<file path="config.mk">
export PLATFORM = sky130hd
export DESIGN_NAME = intensity_to_hue_colour_core_flat
export DESIGN_NICKNAME = d
export VERILOG_FILES = /design/src/rtl/ihc_pkg.sv /design/src/rtl/ihc_if.sv /design/src/rtl/ihc_ctrl.sv /design/src/rtl/ihc_dp.sv /design/src/rtl/intensity_to_hue_colour_core.sv /design/src/flat_wrapper.sv
export SDC_FILE = /design/constraint.sdc
export NUM_CORES = 1
export LEC_CHECK = 0
export BUFFER_PORTS_ARGS = -buffer_cell sky130_fd_sc_hd__buf_2
export CORE_ASPECT_RATIO = 0.9
export CORE_MARGIN = 10
export CORE_UTILIZATION = 40
export CTS_CLUSTER_DIAMETER = 80
export DETAILED_ROUTE_END_ITERATION = 12
export GPL_TIMING_DRIVEN = 0
export MAX_ROUTING_LAYER = met4
export PLACE_DENSITY_LB_ADDON = 0.12
export SLEW_MARGIN = 10
export SYNTH_ARGS = -nofsm -noshare
export SYNTH_HDL_FRONTEND = slang
export SYNTH_SLANG_ARGS = --single-unit
</file>
<file path="constraint.sdc">
create_clock -name clk -period 12.1 [get_ports clk]
set_input_delay 0.605 -clock clk [delete_from_list [all_inputs] [get_ports clk]]
set_output_delay 0.605 -clock clk [all_outputs]
set_load 0.01 [all_outputs]
</file>
<file path="src/rtl/ihc_pkg.sv">
package ihc_pkg;

  localparam int IB = 16;
  localparam int HB = 9;
  localparam int DW = IB + 6;
  localparam int AW = IB + 14;

  localparam logic [HB-1:0] HUE_RESET = 9'd280;
  localparam logic signed [IB-1:0] I_MAX = {1'b0, {(IB-1){1'b1}}};
  localparam logic signed [IB-1:0] I_MIN = {1'b1, {(IB-1){1'b0}}};

  localparam logic [1:0] CMD_CLEAR  = 2'd0;
  localparam logic [1:0] CMD_MEAS   = 2'd1;
  localparam logic [1:0] CMD_COLOUR = 2'd2;

  typedef struct packed {
    logic clr;
    logic meas;
    logic capture;
    logic prep;
    logic mul;
    logic div_step;
    logic set2;
    logic load_out;
  } ihc_cmd_t;

  typedef struct packed {
    logic empty;
    logic out_busy;
  } ihc_sts_t;

  typedef struct packed {
    logic [7:0] red;
    logic [7:0] green;
    logic [7:0] blue;
  } ihc_rgb_t;

  function automatic ihc_rgb_t rgb_map(input logic [3:0] q1, input logic [7:0] t);
    logic [3:0] s;
    logic [7:0] q;
    ihc_rgb_t c;
    s = (q1 >= 4'd6) ? (q1 - 4'd6) : q1;
    q = 8'd255 - t;
    unique case (s[2:0])
      3'd0: c = '{8'd255, t, 8'd0};
      3'd1: c = '{q, 8'd255, 8'd0};
      3'd2: c = '{8'd0, 8'd255, t};
      3'd3: c = '{8'd0, q, 8'd255};
      3'd4: c = '{t, 8'd0, 8'd255};
      default: c = '{8'd255, 8'd0, q};
    endcase
    return c;
  endfunction

endpackage

</file>
<file path="src/rtl/ihc_if.sv">
interface ihc_in_if;
  logic valid;
  logic ready;
  logic [1:0] cmd;
  logic signed [ihc_pkg::IB-1:0] intensity;
  modport source (output valid, output cmd, output intensity, input ready);
  modport sink (input valid, input cmd, input intensity, output ready);
endinterface

interface ihc_out_if;
  logic valid;
  logic ready;
  logic [7:0] red;
  logic [7:0] green;
  logic [7:0] blue;
  modport source (output valid, output red, output green, output blue, input ready);
  modport sink (input valid, input red, input green, input blue, output ready);
endinterface

interface ihc_cfg_if;
  logic valid;
  logic ready;
  logic [ihc_pkg::HB-1:0] data;
  modport source (output valid, output data, input ready);
  modport sink (input valid, input data, output ready);
endinterface

</file>
<file path="src/rtl/ihc_ctrl.sv">
module ihc_ctrl (
  input  logic             clk,
  input  logic             rst_n,
  input  logic             in_valid,
  input  logic [1:0]       in_cmd,
  output logic             in_ready,
  input  ihc_pkg::ihc_sts_t sts,
  output ihc_pkg::ihc_cmd_t cmd
);

  localparam logic [2:0] S_IDLE = 3'd0;
  localparam logic [2:0] S_PREP = 3'd1;
  localparam logic [2:0] S_MUL  = 3'd2;
  localparam logic [2:0] S_DIV1 = 3'd3;
  localparam logic [2:0] S_SET2 = 3'd4;
  localparam logic [2:0] S_DIV2 = 3'd5;
  localparam logic [2:0] S_OUT  = 3'd6;

  localparam logic [1:0] CMD_CLEAR_C  = ihc_pkg::CMD_CLEAR;
  localparam logic [1:0] CMD_MEAS_C   = ihc_pkg::CMD_MEAS;
  localparam logic [1:0] CMD_COLOUR_C = ihc_pkg::CMD_COLOUR;

  logic [2:0] state_r, state_nxt;
  logic [2:0] cnt_r, cnt_nxt;
  logic       acc;

  assign in_ready = (state_r == S_IDLE);
  assign acc = in_valid && in_ready;

  always_comb begin
    state_nxt = state_r;
    cnt_nxt = cnt_r;
    cmd = '0;
    unique case (state_r)
      S_IDLE: begin
        if (acc) begin
          unique case (in_cmd)
            CMD_CLEAR_C: cmd.clr = 1'b1;
            CMD_MEAS_C: cmd.meas = 1'b1;
            CMD_COLOUR_C: begin
              cmd.capture = 1'b1;
              state_nxt = S_PREP;
            end
            default: ;
          endcase
        end
      end
      S_PREP: begin
        cmd.prep = 1'b1;
        state_nxt = S_MUL;
      end
      S_MUL: begin
        cmd.mul = 1'b1;
        cnt_nxt = 3'd3;
        state_nxt = sts.empty ? S_OUT : S_DIV1;
      end
      S_DIV1: begin
        cmd.div_step = 1'b1;
        cnt_nxt = cnt_r - 3'd1;
        if (cnt_r == 3'd0) begin
          state_nxt = S_SET2;
        end
      end
      S_SET2: begin
        cmd.set2 = 1'b1;
        cnt_nxt = 3'd7;
        state_nxt = S_DIV2;
      end
      S_DIV2: begin
        cmd.div_step = 1'b1;
        cnt_nxt = cnt_r - 3'd1;
        if (cnt_r == 3'd0) begin
          state_nxt = S_OUT;
        end
      end
      S_OUT: begin
        if (!sts.out_busy) begin
          cmd.load_out = 1'b1;
          state_nxt = S_IDLE;
        end
      end
      default: state_nxt = S_IDLE;
    endcase
  end

  always_ff @(posedge clk) begin
    if (!rst_n) begin
      state_r <= S_IDLE;
      cnt_r <= 3'd0;
    end else begin
      state_r <= state_nxt;
      cnt_r <= cnt_nxt;
    end
  end

endmodule

</file>
<file path="src/rtl/ihc_dp.sv">
module ihc_dp (
  input  logic                           clk,
  input  logic                           rst_n,
  input  ihc_pkg::ihc_cmd_t              cmd,
  output ihc_pkg::ihc_sts_t              sts,
  input  logic signed [ihc_pkg::IB-1:0]  intensity,
  input  logic                           cfg_valid,
  input  logic [ihc_pkg::HB-1:0]         cfg_data,
  input  logic                           out_ready,
  output logic                           out_valid,
  output ihc_pkg::ihc_rgb_t              out_rgb
);

  localparam int IB = ihc_pkg::IB;
  localparam int HB = ihc_pkg::HB;
  localparam int DW = ihc_pkg::DW;
  localparam int AW = ihc_pkg::AW;

  logic signed [IB-1:0] low_r, high_r, x_r, xc;
  logic [HB-1:0]        hue_r;
  logic [IB-1:0]        diff_r, span_r;
  logic                 empty_r;
  logic [AW-1:0]        acc_r, dsh_r, prod, sub;
  logic [DW-1:0]        den_r, den_w;
  logic [7:0]           q_r;
  logic [3:0]           q1_r;
  logic                 out_valid_r, ge;
  ihc_pkg::ihc_rgb_t    rgb_r;
  logic signed [IB:0]   diff_w, span_w;

  always_comb begin
    if (x_r < low_r) begin
      xc = low_r;
    end else if (x_r > high_r) begin
      xc = high_r;
    end else begin
      xc = x_r;
    end
  end

  assign diff_w = {high_r[IB-1], high_r} - {xc[IB-1], xc};
  assign span_w = {high_r[IB-1], high_r} - {low_r[IB-1], low_r};
  assign den_w  = {span_r, 6'd0} - {4'd0, span_r, 2'd0};
  assign prod   = {{(AW-IB){1'b0}}, diff_r} * {{(AW-HB){1'b0}}, hue_r};
  assign ge     = (acc_r >= dsh_r);
  assign sub    = acc_r - dsh_r;

  assign sts.empty    = empty_r;
  assign sts.out_busy = out_valid_r && !out_ready;
  assign out_valid    = out_valid_r;
  assign out_rgb      = rgb_r;

  always_ff @(posedge clk) begin
    if (!rst_n) begin
      hue_r <= ihc_pkg::HUE_RESET;
      low_r <= ihc_pkg::I_MAX;
      high_r <= ihc_pkg::I_MIN;
      out_valid_r <= 1'b0;
    end else begin
      if (cfg_valid) begin
        hue_r <= cfg_data;
      end
      if (cmd.clr) begin
        low_r <= ihc_pkg::I_MAX;
        high_r <= ihc_pkg::I_MIN;
      end else if (cmd.meas) begin
        if (intensity < low_r) begin
          low_r <= intensity;
        end
        if (intensity > high_r) begin
          high_r <= intensity;
        end
      end
      if (cmd.load_out) begin
        out_valid_r <= 1'b1;
      end else if (out_ready) begin
        out_valid_r <= 1'b0;
      end
    end
  end

  always_ff @(posedge clk) begin
    if (cmd.capture) begin
      x_r <= intensity;
    end
    if (cmd.prep) begin
      diff_r <= diff_w[IB-1:0];
      span_r <= span_w[IB-1:0];
      empty_r <= (high_r <= low_r);
    end
    if (cmd.mul) begin
      acc_r <= prod;
      den_r <= den_w;
      dsh_r <= {{(AW-DW-3){1'b0}}, den_w, 3'd0};
      q_r <= 8'd0;
    end
    if (cmd.div_step) begin
      if (ge) begin
        acc_r <= sub;
      end
      dsh_r <= {1'b0, dsh_r[AW-1:1]};
      q_r <= {q_r[6:0], ge};
    end
    if (cmd.set2) begin
      q1_r <= q_r[3:0];
      q_r <= 8'd0;
      acc_r <= {acc_r[AW-9:0], 8'd0} - acc_r + {{(AW-DW+1){1'b0}}, den_r[DW-1:1]};
      dsh_r <= {{(AW-DW-7){1'b0}}, den_r, 7'd0};
    end
    if (cmd.load_out) begin
      if (empty_r) begin
        rgb_r <= '{8'd255, 8'd0, 8'd0};
      end else begin
        rgb_r <= ihc_pkg::rgb_map(q1_r, q_r);
      end
    end
  end

endmodule

</file>
<file path="src/rtl/intensity_to_hue_colour_core.sv">
// channel   dir  payload                       handshake
// in_ch     in   cmd[1:0], intensity[15:0] s   valid/ready
// out_ch    out  red[7:0], green[7:0], blue[7:0] valid/ready
// cfg_ch    in   data[8:0] (hue_range)          valid/ready, always ready
//
// clear and measure finish in the accept cycle; a colour request runs from accept
// to result through clamp, multiply, 4 quotient steps for the sector and
// 8 steps for the channel level on one shared compare-subtract unit.
// empty range skips the division.
// reset (rst_n low, synchronous) sets hue_range to 280 and clears the range.
// a waiting result holds in the output register; the next request is taken
// meanwhile and stalls only at its own output load.
module intensity_to_hue_colour_core (
  input logic clk,
  input logic rst_n,
  ihc_in_if.sink    in_ch,
  ihc_out_if.source out_ch,
  ihc_cfg_if.sink   cfg_ch
);

  ihc_pkg::ihc_cmd_t cmd;
  ihc_pkg::ihc_sts_t sts;
  ihc_pkg::ihc_rgb_t rgb;

  assign cfg_ch.ready = 1'b1;

  ihc_ctrl u_ctrl (
    .clk      (clk),
    .rst_n    (rst_n),
    .in_valid (in_ch.valid),
    .in_cmd   (in_ch.cmd),
    .in_ready (in_ch.ready),
    .sts      (sts),
    .cmd      (cmd)
  );

  ihc_dp u_dp (
    .clk       (clk),
    .rst_n     (rst_n),
    .cmd       (cmd),
    .sts       (sts),
    .intensity (in_ch.intensity),
    .cfg_valid (cfg_ch.valid),
    .cfg_data  (cfg_ch.data),
    .out_ready (out_ch.ready),
    .out_valid (out_ch.valid),
    .out_rgb   (rgb)
  );

  assign out_ch.red   = rgb.red;
  assign out_ch.green = rgb.green;
  assign out_ch.blue  = rgb.blue;

`ifndef NO_ASSERTIONS
  a_rise_from_load: assert property (@(posedge clk) disable iff (!rst_n)
    $rose(out_ch.valid) |-> $past(cmd.load_out))
    else $error("result appeared without an output load");

  a_empty_red: assert property (@(posedge clk) disable iff (!rst_n)
    (cmd.load_out && sts.empty) |=>
      (out_ch.red == 8'd255 && out_ch.green == 8'd0 && out_ch.blue == 8'd0))
    else $error("empty range did not give red");

  a_busy_no_accept: assert property (@(posedge clk) disable iff (!rst_n)
    (cmd.div_step || cmd.mul || cmd.set2) |-> !in_ch.ready)
    else $error("request taken while colour in progress");

  a_full_channel: assert property (@(posedge clk) disable iff (!rst_n)
    out_ch.valid |-> (out_ch.red == 8'd255 || out_ch.green == 8'd255 ||
                      out_ch.blue == 8'd255))
    else $error("colour without a full channel");
`endif

endmodule
</file>
<file path="src/flat_wrapper.sv">
// flat-port wrapper written by rule: the top's interface ports become plain ports
module intensity_to_hue_colour_core_flat 
  (clk, rst_n, in_ch_valid, in_ch_cmd, in_ch_intensity, in_ch_ready, out_ch_valid, out_ch_red, out_ch_green, out_ch_blue, out_ch_ready, cfg_ch_valid, cfg_ch_data, cfg_ch_ready);
  ihc_in_if in_ch_i ();
  ihc_out_if out_ch_i ();
  ihc_cfg_if cfg_ch_i ();
  input logic clk;
  input logic rst_n;
  input wire logic [$bits(in_ch_i.valid)-1:0] in_ch_valid;
  input wire logic [$bits(in_ch_i.cmd)-1:0] in_ch_cmd;
  input wire logic [$bits(in_ch_i.intensity)-1:0] in_ch_intensity;
  output wire logic [$bits(in_ch_i.ready)-1:0] in_ch_ready;
  output wire logic [$bits(out_ch_i.valid)-1:0] out_ch_valid;
  output wire logic [$bits(out_ch_i.red)-1:0] out_ch_red;
  output wire logic [$bits(out_ch_i.green)-1:0] out_ch_green;
  output wire logic [$bits(out_ch_i.blue)-1:0] out_ch_blue;
  input wire logic [$bits(out_ch_i.ready)-1:0] out_ch_ready;
  input wire logic [$bits(cfg_ch_i.valid)-1:0] cfg_ch_valid;
  input wire logic [$bits(cfg_ch_i.data)-1:0] cfg_ch_data;
  output wire logic [$bits(cfg_ch_i.ready)-1:0] cfg_ch_ready;
  assign in_ch_i.valid = in_ch_valid;
  assign in_ch_i.cmd = in_ch_cmd;
  assign in_ch_i.intensity = in_ch_intensity;
  assign in_ch_ready = in_ch_i.ready;
  assign out_ch_valid = out_ch_i.valid;
  assign out_ch_red = out_ch_i.red;
  assign out_ch_green = out_ch_i.green;
  assign out_ch_blue = out_ch_i.blue;
  assign out_ch_i.ready = out_ch_ready;
  assign cfg_ch_i.valid = cfg_ch_valid;
  assign cfg_ch_i.data = cfg_ch_data;
  assign cfg_ch_ready = cfg_ch_i.ready;
  intensity_to_hue_colour_core u_core (.clk(clk), .rst_n(rst_n), .in_ch(in_ch_i), .out_ch(out_ch_i), .cfg_ch(cfg_ch_i));
endmodule
</file>
---- After elaboration in Yosys (flattened, before gate mapping) ----
Index checks and enable logic that the tools add are counted.
storage, ports and cells
  output and inout bits ................... 27
  input port bits ......................... 32
  logic and storage cells ................. 104
  register bits after elaboration ......... 214
cells by class
  reduce and logical (&&, ||, !) cells .... 16
  multipliers ............................. 1
  equality and inequality tests ........... 17
  bitwise logic cells ..................... 1
  $add $sub $neg .......................... 9
  multiplexer cells ....................... 34
  magnitude comparators ................... 7
operator list
  operator                                       number
  2-to-1 mux 30 bit                              4
  case mux 24 bit (5 select lines)               1
  2-to-1 mux 29 bit                              3
  greater-than comparator 16 bit                 2
  < comparator 16 bit                            2
  2-to-1 mux 16 bit                              2
  subtractor 16 bit                              2
  adder 30 x 21 -> 30 bit                        1
  >= comparator 30 x 29 -> 1 bit                 1
  subtractor 30 x 29 -> 30 bit                   1
  subtractor 30 bit                              1
  2-to-1 mux 3 bit                               9
  multiplier 16 x 9 -> 25 bit                    1
  subtractor 22 x 18 -> 22 bit                   1
  case mux 3 bit (7 select lines)                1
  less-or-equal comparator 16 bit                1
  2-to-1 mux 8 bit                               2
  == test 3 x 2 -> 1 bit, second input constant  4
  == test 3 bit, second input constant           4
  2-to-1 mux 1 bit                               11
  zero test 3 bit                                3
  case mux 3 bit (3 select lines)                1
  subtractor 8 bit, first input constant         1
  == test 3 x 1 -> 1 bit, second input constant  2
  other kinds (16)                               24

---- Longest topological paths before layout ----
Gate-level depths: netlist of run 1.
  depth in word-level cells ............... 6
  gate-level depth with buffers ........... 22
  gate-level depth less buffers ........... 21

---- Hierarchy ----
From an unflattened synthesis of run 1, not the netlist that was laid out.
unflattened totals
  cell total of the unflattened synthesis .. 2322
  area, all modules ....................... 20417.1 µm²
modules (own cells, without submodules)
  module                        seq. area each (µm²)  area each (µm²)  instances  cells each
  ihc_dp                        5325.1                19942.9          1          2267
  ihc_ctrl                      120.1                 462.9            1          53
  intensity_to_hue_colour_core  0.0                   11.3             1          2

---- Least setup slack after synthesis of run 1 ----
Ideal clock, no wire load.
  kind .................................... reg-to-reg
  start ................................... register u_core.u_dp.hue_r[2]
  end ..................................... register u_core.u_dp.acc_r[24]
  arrival time ............................ 5047 ps
  setup time .............................. 135 ps
  path buffers ............................ 2
  required time ........................... 11965 ps
  period minus slack after synthesis ...... 5182 ps
  stages on the path, launching flop included .. 21
  setup slack ............................. 6918 ps
  path through ............................ dfxtp_1 > clkbuf_1 > clkbuf_1 > nand2_1 > fa_1 > inv_1 > fa_1 > inv_1 > fa_1 > fa_1 > inv_1 > ha_1 > o21ai_0 > a21oi_1 > o311ai_1 > a211oi_1 > o31ai_1 > a21oi_1 > or4_1 > a31oi_1 > a211oi_2
on the way
  cells in the longest elaborated chain, start to end .. 5
RTL lines
  item                           line           text
  start: declaration             ihc_dp.sv:20   logic [HB-1:0] hue_r;
  start signal: assignment       ihc_dp.sv:55   hue_r <= ihc_pkg::HUE_RESET;
  start signal: assignment       ihc_dp.sv:61   hue_r <= cfg_data;
  multiplier 16 x 9 -> 25 bit *  ihc_dp.sv:44   assign prod = {{(AW-IB){1'b0}}, diff_r} * {{(AW-HB){1'b0}}, hue_r};
  2-to-1 mux 30 bit *            ihc_dp.sv:91   if (cmd.mul) begin
  2-to-1 mux 30 bit              ihc_dp.sv:98   if (ge) begin
  2-to-1 mux 30 bit *            ihc_dp.sv:97   if (cmd.div_step) begin
  2-to-1 mux 30 bit *            ihc_dp.sv:104  if (cmd.set2) begin
  end signal: assignment         ihc_dp.sv:92   acc_r <= prod;
  end signal: assignment         ihc_dp.sv:99   acc_r <= sub;
  end signal: assignment         ihc_dp.sv:107  acc_r <= {acc_r[AW-9:0], 8'd0} - acc_r + {{(AW-DW+1){1'b0}}, den_r[DW-1:1]};
  end: declaration               ihc_dp.sv:23   logic [AW-1:0] acc_r, dsh_r, prod, sub;
Every way passes the cells marked *; elsewhere a longest branch is shown, timed or not.
A chain may end at the register's enable or synchronous reset.

---- Final worst setup path of run 1 ----
  start ................................... register u_core.u_dp.hue_r[2]
  end ..................................... register u_core.u_dp.acc_r[20]
Same word-level chain as after synthesis.

==> results of run 1 <==
-- cell families (layout without fill, tap and decap cells) --
logic type | after synthesis | after routing | synth area share (%)
xor gates and xnor gates | 92 | 92 | 3.89
DFF | 212 | 212 | 26.3
AOI/OAI and AO/OA | 544 | 544 | 17.1
adders and majority gates | 341 | 341 | 24.8
muxes | 61 | 61 | 3.07
other | 1 | 1 | 0.0181
buffers and inverters | 389 | 498 | 7.23
and+or+nand+nor | 751 | 751 | 17.6
-- state kept, by name, indices dropped and copies added (netlist names) --
| register | cells |
|---|---|
| u_core.u_dp.acc_r | 30 |
| u_core.u_dp.out_valid | 1 |
| u_core.u_dp.q1_r | 4 |
| u_core.u_dp.high_r | 16 |
| u_core.u_dp.low_r | 16 |
| u_core.u_dp.out_rgb | 24 |
| u_core.u_dp.x_r | 16 |
| u_core.u_dp.dsh_r | 29 |
| u_core.u_ctrl.state_r | 3 |
| u_core.u_dp.diff_r | 16 |
| u_core.u_dp.den_r | 20 |
| u_core.u_dp.q_r | 8 |
| u_core.u_ctrl.cnt_r | 3 |
| u_core.u_dp.empty_r | 1 |
| u_core.u_dp.span_r | 16 |
| u_core.u_dp.hue_r | 9 |
-- worst min-delay path, cell delays in order --
cell and delay, ns:
buf_2 0.08, mux2i_1 0.05, nand2_1 0.06
-- stage by stage --
stage                     worst slack (ns)  util, %  power, mW  hold WS, ns  instance area, um^2
after floorplan                       6.92        -       4.31        0.406                20700
after global placement                5.72     42.4       5.47        0.409                21800
after detailed placement              5.69     42.5       5.51        0.413                21900
after CTS                             5.70     44.4       6.44        0.244                22900
after global routing                  5.22     44.4       7.04        0.266                22900
final                                 5.65     44.4       6.46        0.264                22900
-- final cells by class --
class                   count  area, um^2
plain buffers              88         369
well taps                 688         861
repair buffers             57         310
clock inverters            17         225
fillers                  5160       28600
inverters                 301        1130
flip-flops and latches    212        5450
clock buffers              35         757
multi-input cells        1790       13800
-- power by group through the flow --
| stage | sequential (mW) | clock [mW] | combinational, mW |
|---|---|---|---|
| 2_1_floorplan | 1.08 | 0 | 3.23 |
| 3_3_place_gp | 1.17 | 0 | 4.31 |
| 3_5_place_dp | 1.17 | 0 | 4.35 |
| 4_1_cts | 1.15 | 0.911 | 4.38 |
| 5_1_grt | 1.17 | 0.938 | 4.94 |
| 6_report | 1.15 | 0.895 | 4.42 |
-- worst max-delay path by stage --
stage / from / to / cells past startpoint
after floorplan: u_core.u_dp.hue_r[2]$_SDFFE_PN0P_ / u_core.u_dp.acc_r[24]$_DFF_P_ / 20
after detailed placement: u_core.u_dp.hue_r[1]$_SDFFE_PN0P_ / u_core.u_dp.acc_r[20]$_DFF_P_ / 20
after global placement: u_core.u_dp.hue_r[2]$_SDFFE_PN0P_ / u_core.u_dp.acc_r[20]$_DFF_P_ / 20
after global routing: u_core.u_dp.hue_r[2]$_SDFFE_PN0P_ / u_core.u_dp.acc_r[20]$_DFF_P_ / 20
after CTS: u_core.u_dp.hue_r[2]$_SDFFE_PN0P_ / u_core.u_dp.acc_r[20]$_DFF_P_ / 20
final: u_core.u_dp.hue_r[2]$_SDFFE_PN0P_ / u_core.u_dp.acc_r[20]$_DFF_P_ / 20
-- placed cells by master, fill, tap and decap left out, drive strengths merged, types with 32 or more instances in the layout --
| cell type | Yosys | final |
|---|---|---|
| dfxtp | 92 | 92 |
| a211oi | 32 | 32 |
| nand2b | 36 | 36 |
| and2 | 92 | 92 |
| fa | 116 | 116 |
| mux2i | 57 | 57 |
| nand3 | 77 | 77 |
| xor2 | 32 | 32 |
| nor3 | 51 | 51 |
| o21ai | 122 | 122 |
| nand2 | 246 | 246 |
| clkbuf | 69 | 104 |
| nor2 | 138 | 138 |
| buf | 19 | 76 |
| xnor2 | 60 | 60 |
| a21o | 47 | 47 |
| a21oi | 157 | 157 |
| inv | 301 | 301 |
| edfxtp | 120 | 120 |
| ha | 225 | 225 |
-- per-layer routing --
layer	up-vias	part of all wire, %	GRT usage (%)
met3	101	4.8	2.43
met5	-	0	-
met1	8486	47	28.2
met2	452	45	31.8
met4	0	3.3	6.11
li1	8475	-	-
==> impl_results.md, run 1 <==
- Total grt overflow: 0
- Total number of vias: 17500
- Power Dens Cells: 283 mW/mm^2
- Gp weighted congestion: around 0.95
- Initial core utilization: 40.2%
- Most frequent cells after synthesis: inv_1 (300), nand2_1 (246), ha_1 (225)
- Delay-heaviest family, CP: adder cells
- Final TNS setup: 0 ns
- Ant. Diodes: 0
- Global-route wire length before repair: 97800 um
- Critical path peak fanout: 10
- Clk_lat worst skew: 0.58 ns
- CTS max path bufs: 3
- Post-CTS Setup Inserts: 0
- Number of buffers created by CTS: 28
- Reg2Reg Setup Slack: 5.65 ns
- Sw Share: approximately 50%
- NumNets Final: between 2000 and 3000
- Routed WL per cell: 20.0 um
- Clock power frac: 13.8%
- Async SR Flop Fraction: 0%
- Fin. Hold Viols: 0
- Max IR drop VDD: about 0.16 mV
- Row Count: 79
- HPWL after DPL: 50800 um
- Layout Cells excl Fill: between 3000 and 4000
- Syn_nets: 2764
- R2R Path End: u_core.u_dp.acc_r[20]$_DFF_P_
- Clock skew: about 0.026 ns
- # IOs: 59
- Slowest cell delay on critical path: a little under 0.9 ns
- CP Class: register to register
- Top-count cell post-synth: inv_1
- CP required: 12.53 ns
- Mapped Cells: about 2400
- PostCTS Resize Cnt: 0
- Buffers and inverters on the worst path: 5
- Slew Viols, Final: 0
- Share of cells above drive strength 1: 6.00%
- Period utilisation layout: ~53%
- Worst R2R Start: u_core.u_dp.hue_r[2]$_SDFFE_PN0P_
- Combinational Power Share: 68.3%
- Sink Count: 212
- Post-synth EDFFs: 120
- Area contributors post-synth: edfxtp_1 (17%), ha_1 (14%), fa_1 (11%)
- Routed Antenna Nets: 0
- Largest net degree at the start of global routing: 33
- DR pass1 iterations: 5
- Die area: 0.0613 mm^2
- CP arrival: 6.88 ns
- I/O Buffers: 55
- Worst path cell trace: clkbuf_1 > clkbuf_1 > nand2_1 > fa_1 > inv_1 > fa_1 > inv_1 > fa_1 > fa_1 > inv_1 > ha_1 > o21ai_0 > a21oi_1 > o311ai_1 > a211oi_1 > nor3_1 > nand2_1 > a2111oi_0 > o31a_1 > o31ai_1
- Status: finished clean
- Hold_sp: cfg_ch_data[4]
- Sequential fraction of the synthesis area: 26.3%
- Vias/cell: 5.49
- Final min period: 6.45 ns
- Mean area per synthesized cell: ~8.7 um^2
- Detailed Route WL: approximately 64000 um
- TritonCTS clock tree: yes
- Slew HR: 20.5%
- Main synth FF type: edfxtp_1
- Core area: 0.0515 mm^2
- GRT Total Usage: 20.7%
- Synth unique cells: 86
- Cell taking the most area after synthesis: edfxtp_1
- Drt initial violations: ~1400
- Die X: 260 um
- Setup violators final: 0
- Synth Register Bits: between 200 and 250
- Power share of the sequential group: 17.8%
- WHS Endpoint: u_core.u_dp.hue_r[4]$_SDFFE_PN1P_
- Hold Crit Class: input pin to register
- Die height: 236 um
- Max_cap viols: 0
- DRC Markers: 0
- Synth top area share: 17.4%
- Hold Path Stages: 3
- Worst-Margin Slew: approximately 1.2 ns
- Ys Warns: 0
- CTS H-Tree Depth: 1
- Hold_buf cts: 0
- Antenna violations before repair: 0
- CP dominant cell by count: fa_1
- CP endpoint kind: register
- Startpoint Class: register
- Clk slew on worst S/H paths: 0.06 ns
- Sw Pwr: 3.22 mW
- Unrepaired setup endpoints after global routing: false
- Slowest cell on crit path: a2111oi_0
- FF-to-FF path depth: 20
- Root buffer selected by CTS: clkbuf_16
- Max Fclk: 0.155 GHz
- Pleak: between 10 and 15 nW
- Area grow syn2layout: 10.5%
- Pint: roughly 3.2 mW
- DP Cell Count: 3136
- Vias in the first global route: about 17000
- Netlist Area Pre-Place: between 0.02 and 0.025 mm^2
Power figures use the tool's default switching activity.
==> inputs of run 2 (changes only) <==
==> constraint.sdc (replaced) <==
create_clock -name clk -period 5.69 [get_ports clk]
set_input_delay 0.2845 -clock clk [delete_from_list [all_inputs] [get_ports clk]]
set_output_delay 0.2845 -clock clk [all_outputs]
set_load 0.01 [all_outputs]
==> impl_results.md, run 2 (same netlist as run 1, synthesis figures left out) <==
- Multi-input gate area: 0.0138 mm^2 (+0.48%)
- Area grow syn2layout: 12.0%
- Setup violators final: 0 (unchanged)
- Startpoint Class: register
- DP Cell Count: 3136 (unchanged)
- Core area: 0.0515 mm^2 (unchanged)
- Max reg flops: 30 (unchanged)
- Tot Pwr: 13.9 mW (+110%)
- Total number of vias: 17500 (+0.051%)
- Most frequent cells in the layout: inv_1 (300), nand2_1 (246), ha_1 (225)
- Routed WL per cell: 19.9 um (-0.37%)
- Die area: 0.0613 mm^2 (unchanged)
- Ant. Diodes: 0 (unchanged)
- Top reg by flops: u_core.u_dp.acc_r
- CP Class: register to register
- Largest net degree at the start of global routing: 33 (unchanged)
- Power share of the sequential group: 17.6% (-0.2 points)
- Slew Viols, Final: 0 (unchanged)
- Sw Share: 49.9% (+0.095 points)
- Total grt overflow: 0 (unchanged)
- CP endpoint kind: register
- Sink Count: 212 (unchanged)
- DR pass1 iterations: 6 (+1)
- Root buffer selected by CTS: clkbuf_16
- CP required: 6.13 ns (-6.40 ns)
- Final min period: 5.38 ns (-1.06 ns)
- Gp weighted congestion: 0.947 (unchanged)
- # IOs: 59 (unchanged)
- R2R Path End: u_core.u_dp.acc_r[24]$_DFF_P_
- Clk_lat worst skew: 0.58 ns (about the same)
- Pleak: 10.5 nW (+1.2%)
- Hold_sp: in_ch_intensity[14]
- Combinational Power Share: 68.6% (+0.3 points)
- Worst R2R Start: u_core.u_dp.hue_r[4]$_SDFFE_PN1P_
- Slowest cell on crit path: fa_1
- Layout Cells excl Fill: 3208 (+0.63%)
- Pint: 6.96 mW (+110%)
- WHS Endpoint: u_core.u_dp.x_r[14]$_DFFE_PP_
- Worst-Margin Slew: 1.19 ns (+0.00520 ns)
- Period utilisation layout: 94.6% (+41 points)
- Clock skew: 0.0254 ns (-0.000143 ns)
- Fin. Hold Viols: 0 (unchanged)
- Status: finished clean
- Delay-heaviest family, CP: adder cells
- Pre-CTS WS: -0.718 ns (-6.41 ns)
- Critical path peak fanout: 10 (unchanged)
- I/O Buffers: 55 (unchanged)
- HPWL after DPL: 50800 um (unchanged)
- Unrepaired setup endpoints after global routing: false
- Max IR drop VDD: 0.308 mV (+97%)
- FF-to-FF path depth: 18 (-10%)
- Worst path cell trace: buf_2 > and2_1 > fa_1 > fa_1 > fa_1 > inv_1 > fa_1 > inv_1 > ha_1 > o21a_1 > o21a_1 > o21a_1 > o21a_1 > o31ai_2 > a21oi_1 > or4_1 > a31oi_2 > a211oi_2
- Detailed Route WL: 64000 um (+0.26%)
- Clock power frac: 13.7% (about the same)
- Register Area: 0.00545 mm^2 (+0.16%)
- Die height: 236 um (unchanged)
- CTS max path bufs: 3 (unchanged)
- Most common cell after layout, fill and taps aside: inv_1
- TritonCTS clock tree: yes
- Buffers and inverters on the worst path: 3 (-2)
- Routed Antenna Nets: 0 (unchanged)
- Max Fclk: 0.186 GHz (+20%)
- Row Count: 79 (unchanged)
- Share of cells above drive strength 1: 6.98% (+0.98 points)
- Fillers: 5135 (-0.48%)
- DRC Markers: 0 (unchanged)
- Die X: 260 um (unchanged)
- Number of buffers created by CTS: 28 (unchanged)
- CP arrival: 5.82 ns (-1.06 ns)
- Max_cap viols: 0 (unchanged)
- Slowest cell delay on critical path: 0.55 ns (-0.33 ns)
- Setup ws final: 0.307 ns (-5.35 ns)
- Reg2Reg Setup Slack: 0.31 ns (-5.35 ns)
- Global-route wire length before repair: 98000 um (+0.21%)
- Clk slew on worst S/H paths: 0.06 ns (about the same)
- GRT Total Usage: 20.8% (+0.037 points)
- Initial core utilization: 40.2% (unchanged)
- Drt initial violations: 1491 (+3.3%)
- Hold Crit Class: input pin to register
- Power Dens Cells: 599 mW/mm^2 (+110%)
- Hold Path Stages: 1 (-2)
- Vias/cell: 5.46 (-0.57%)
- Slew HR: 20.1% (-0.35 points)
- Antenna violations before repair: 0 (unchanged)
- Sw Pwr: 6.94 mW (+120%)
- CTS H-Tree Depth: 1 (unchanged)
- WP depth: 18 (-10%)
- NumNets Final: 2871 (+0.70%)
- Vias in the first global route: 16900 (+0.53%)
run 2: repair_timing:
item / 4_1_cts / 5_1_grt
setup buffers: 0 / 5
hold endpoints to repair: 19 / 0
setup endpoints to repair: 9 / 13
hold buffers: 18 / 0
gates resized for setup: 15 / 33
pin swaps: 0 / 3
cloned: 0 / 0
run 2: worst max-delay path by stage:
| stage | from | endpoint | slack (ns) |
|---|---|---|---|
| 5_1_grt | u_core.u_dp.hue_r[4]$_SDFFE_PN1P_ | u_core.u_dp.acc_r[20]$_DFF_P_ | 0.0008 |
| 6_report | u_core.u_dp.hue_r[4]$_SDFFE_PN1P_ | u_core.u_dp.acc_r[24]$_DFF_P_ | 0.31 |
| 2_1_floorplan | u_core.u_dp.hue_r[2]$_SDFFE_PN0P_ | u_core.u_dp.acc_r[24]$_DFF_P_ | 0.51 |
| 3_3_place_gp | u_core.u_dp.hue_r[2]$_SDFFE_PN0P_ | u_core.u_dp.acc_r[20]$_DFF_P_ | -0.69 |
| 3_5_place_dp | u_core.u_dp.hue_r[1]$_SDFFE_PN0P_ | u_core.u_dp.acc_r[20]$_DFF_P_ | -0.72 |
| 4_1_cts | u_core.u_dp.hue_r[0]$_SDFFE_PN0P_ | u_core.u_dp.acc_r[24]$_DFF_P_ | 0.02 |
run 2: metal layers:
layer	global-route usage [%]	vias up	part of all wire, %
met5	-	-	0
met4	6.11	0	3.2
met3	2.43	99	4.7
met2	32.0	449	45
met1	28.2	8458	47
li1	-	8517	-
run 2: final cells by class:
type	count	area share, %
repair buffers	80	2.28
clock inverters	17	0.972
flip-flops and latches	212	23.5
plain buffers	85	1.68
inverters	301	4.87
clock buffers	35	3.27
well taps	688	3.71
multi-input cells	1790	59.7
run 2: power by group through the flow:
stage | registers (mW) | logic (mW) | clock network [mW]
after floorplan | 2.29 | 6.88 | 0
after global placement | 2.48 | 9.16 | 0
after detailed placement | 2.48 | 9.24 | 0
after CTS | 2.45 | 9.36 | 1.94
after global routing | 2.48 | 10.6 | 1.99
final | 2.45 | 9.54 | 1.91
run 2: worst register-to-register path, delay by kind of cell, from the launching register on:
| kind | cells | cell delay (ns) |
|---|---|---|
| fa+ha+maj | 5 | 2.38 |
| compound gates | 8 | 1.38 |
| simple gates | 2 | 0.63 |
| flops | 1 | 0.47 |
| buf+inv | 3 | 0.41 |
run 2: stage by stage:
stage / setup TNS (ns) / hold WS [ns] / cell area [um^2] / utilization [%]
5_1_grt: 0 / 0.0123 / 23200 / 45.0
2_1_floorplan: 0 / 0.383 / 20700 / -
6_report: 0 / 0.0194 / 23200 / 45.0
3_5_place_dp: -2.61 / 0.413 / 21900 / 42.5
3_3_place_gp: -2.41 / 0.409 / 21800 / 42.4
4_1_cts: 0 / 0.00398 / 23100 / 44.8
==> inputs of run 3 (changes only) <==
--- a/config.mk
+++ b/config.mk
@@ -14,7 +14,8 @@
 export GPL_TIMING_DRIVEN = 0
 export MAX_ROUTING_LAYER = met4
 export PLACE_DENSITY_LB_ADDON = 0.12
-export SLEW_MARGIN = 10
+export REMOVE_ABC_BUFFERS = 1
+export SLEW_MARGIN = 25
 export SYNTH_ARGS = -nofsm -noshare
 export SYNTH_HDL_FRONTEND = slang
 export SYNTH_SLANG_ARGS = --single-unit
==> impl_results.md, run 3 (same netlist as run 1, synthesis figures left out) <==
- Worst-Margin Slew: 0.964 ns (-0.225 ns)
- Max_cap viols: 0 (unchanged)
- Die area: 0.0613 mm^2 (unchanged)
- CP endpoint kind: register
- Clk slew on worst S/H paths: 0.06 ns (about the same)
- Core area: 0.0515 mm^2 (unchanged)
- TritonCTS clock tree: yes
- Hold_sp: in_ch_intensity[11]
- Met3 WL post-DR: 1850 um (-38%)
- Setup violators final: 0 (unchanged)
- WHS Endpoint: u_core.u_dp.x_r[11]$_DFFE_PP_
- Row Count: 79 (unchanged)
- Root buffer selected by CTS: clkbuf_16
- Hold Crit Class: input pin to register
- Power Dens Cells: 593 mW/mm^2 (-0.99%)
- DRC Markers: 0 (unchanged)
- Slew Viols, Final: 0 (unchanged)
- Startpoint Class: register
- Most common cell after layout, fill and taps aside: inv_1
- Pleak: 10.4 nW (-0.68%)
- Total number of vias: 16900 (-3.5%)
- Drt initial violations: 843 (-43%)
- Max IR drop VDD: 0.343 mV (+11%)
- Slowest cell delay on critical path: 0.61 ns (+0.06 ns)
- Reg2Reg Setup Slack: 0.27 ns (-0.04 ns)
- Vias/cell: 5.37 (-1.7%)
- Initial core utilization: 40.2% (unchanged)
- DR pass1 iterations: 5 (-1)
- Final TNS setup: 0 ns (unchanged)
- CP arrival: 5.83 ns (about the same)
- Number of buffers created by CTS: 28 (unchanged)
- Top layer in use: met4
- Unrepaired setup endpoints after global routing: false
- Die X: 260 um (unchanged)
- Area grow syn2layout: 11.4%
- NumNets Final: 2810 (-2.1%)
- Top reg by flops: u_core.u_dp.acc_r
- Die height: 236 um (unchanged)
- Worst R2R Start: u_core.u_dp.diff_r[7]$_DFFE_PP_
- Largest net degree at the start of global routing: 60 (+82%)
- Gp weighted congestion: 0.885 (-6.5%)
- Antenna violations before repair: 1 (+1)
- Global-route wire length before repair: 93100 um (-5.1%)
- Max Fclk: 0.184 GHz (-0.70%)
- Slew HR: 35.6% (+15 points)
- Routed Antenna Nets: 0 (unchanged)
- Share of cells above drive strength 1: 7.85% (+0.86 points)
- Vias in the first global route: 17000 (+0.39%)
- Slowest cell on crit path: fa_1
- WHS: 0.0448 ns (+0.0254 ns)
- # IOs: 59 (unchanged)
- Period utilisation layout: 95.3% (+0.66 points)
- Total grt overflow: 0 (unchanged)
- Layout Cells excl Fill: 3148 (-1.9%)
- Clock skew: 0.0147 ns (-0.0107 ns)
- Worst path cell trace: clkbuf_2 > and2_1 > fa_1 > fa_1 > fa_1 > inv_1 > fa_1 > inv_1 > ha_1 > inv_1 > o21bai_1 > a41oi_2 > a21oi_1 > a31oi_1 > xor2_2 > nor2_1 > a2111oi_0 > a211oi_1
- Max reg flops: 30 (unchanged)
- Fin. Hold Viols: 0 (unchanged)
- Status: finished clean
- Hold Path Stages: 1 (unchanged)
- CP dominant cell by count: fa_1
- Metal2 WL: 26900 um (-6.7%)
- Most frequent cells in the layout: inv_1 (298), nand2_1 (244), ha_1 (225)
- Routed WL per cell: 18.3 um (-8.2%)
- Final min period: 5.42 ns (+0.0378 ns)
- HPWL after DPL: 44800 um (-12%)
- Wl on met1: 27800 um (-7.6%)
- Sink Count: 212 (unchanged)
- Clk_lat worst skew: 0.56 ns (-0.02 ns)
- Delay-heaviest family, CP: adder cells
- Detailed Route WL: 57600 um (-10%)
- Buffers and inverters on the worst path: 4 (+1)
- FF-to-FF path depth: 18 (unchanged)
- I/O Buffers: 57 (+3.6%)
- Critical path peak fanout: 6 (-4)
- Final core utilization: 44.8% (-0.23 points)
- CP required: 6.10 ns (-0.03 ns)
- R2R Path End: u_core.u_dp.acc_r[17]$_DFF_P_
- CTS max path bufs: 3 (unchanged)
- CP Class: register to register
- DP Cell Count: 3057 (-2.5%)
- CTS H-Tree Depth: 1 (unchanged)
- GRT Total Usage: 19.1% (-1.6 points)
[run 3: worst register-to-register path: stages (launching register included)]
cell and delay [ns]:
edfxtp_1 0.51, clkbuf_2 0.21, and2_1 0.19, fa_1 0.57, fa_1 0.46, fa_1 0.55
inv_1 0.05, fa_1 0.61, inv_1 0.07, ha_1 0.34, inv_1 0.12, o21bai_1 0.09
a41oi_2 0.25, a21oi_1 0.15, a31oi_1 0.28, xor2_2 0.26, nor2_1 0.08, a2111oi_0 0.41
a211oi_1 0.07
[run 3: how the worst max path moves through the flow]
stage / from / to / slack, ns / depth (start not counted)
floorplan: u_core.u_dp.hue_r[2]$_SDFFE_PN0P_ / u_core.u_dp.acc_r[24]$_DFF_P_ / 0.70 / 18
CTS: u_core.u_dp.diff_r[5]$_DFFE_PP_ / u_core.u_dp.acc_r[20]$_DFF_P_ / -0.002 / 18
global placement: u_core.u_dp.high_r[1]$_SDFFE_PP0P_ / u_core.u_dp.diff_r[14]$_DFFE_PP_ / -0.44 / 21
finish: u_core.u_dp.diff_r[7]$_DFFE_PP_ / u_core.u_dp.acc_r[17]$_DFF_P_ / 0.27 / 18
global route: u_core.u_dp.diff_r[6]$_DFFE_PP_ / u_core.u_dp.acc_r[24]$_DFF_P_ / 0.0008 / 18
detailed placement: u_core.u_dp.hue_r[2]$_SDFFE_PN0P_ / u_core.u_dp.acc_r[24]$_DFF_P_ / -0.38 / 18
[run 3: area by class of cell]
type,instances,area (um^2)
clock inverters,18,180
fillers,5029,28400
inverters,301,1130
clock buffers,34,754
well taps,688,861
repair buffers,104,762
multi-input cells,1790,13900
flip-flops and latches,212,5480
diodes,1,2.50
[run 3: metrics by stage]
step	setup slack [ns]	cell area, um^2	power (mW)
2_1_floorplan	0.696	20300	9.09
3_3_place_gp	-0.445	21500	11.4
3_5_place_dp	-0.380	21700	11.6
4_1_cts	-0.00248	22900	13.5
5_1_grt	0.000823	23100	15.0
6_report	0.269	23100	13.7
[run 3: power by group]
group / total (mW) / switching [mW] / internal [mW]
Clock: 1.81 / 0.727 / 1.08
Combinational: 9.37 / 5.64 / 3.73
Sequential: 2.51 / 0.435 / 2.08
Total: 13.7 / 6.80 / 6.88
[run 3: repair_timing]
item	in CTS	in global routing
gates resized for setup	11	19
setup buffers	2	12
pin swaps	0	1
endpoints found under the hold margin	24	0
endpoints found under the setup margin	9	9
hold buffers	24	0
[run 3: per-layer routing]
metal | track usage (%) | up-vias
met2 | 31.1 | 279
met4 | 3.49 | 0
li1 | - | 8379
met5 | - | -
met3 | 2.45 | 59
met1 | 25.3 | 8192
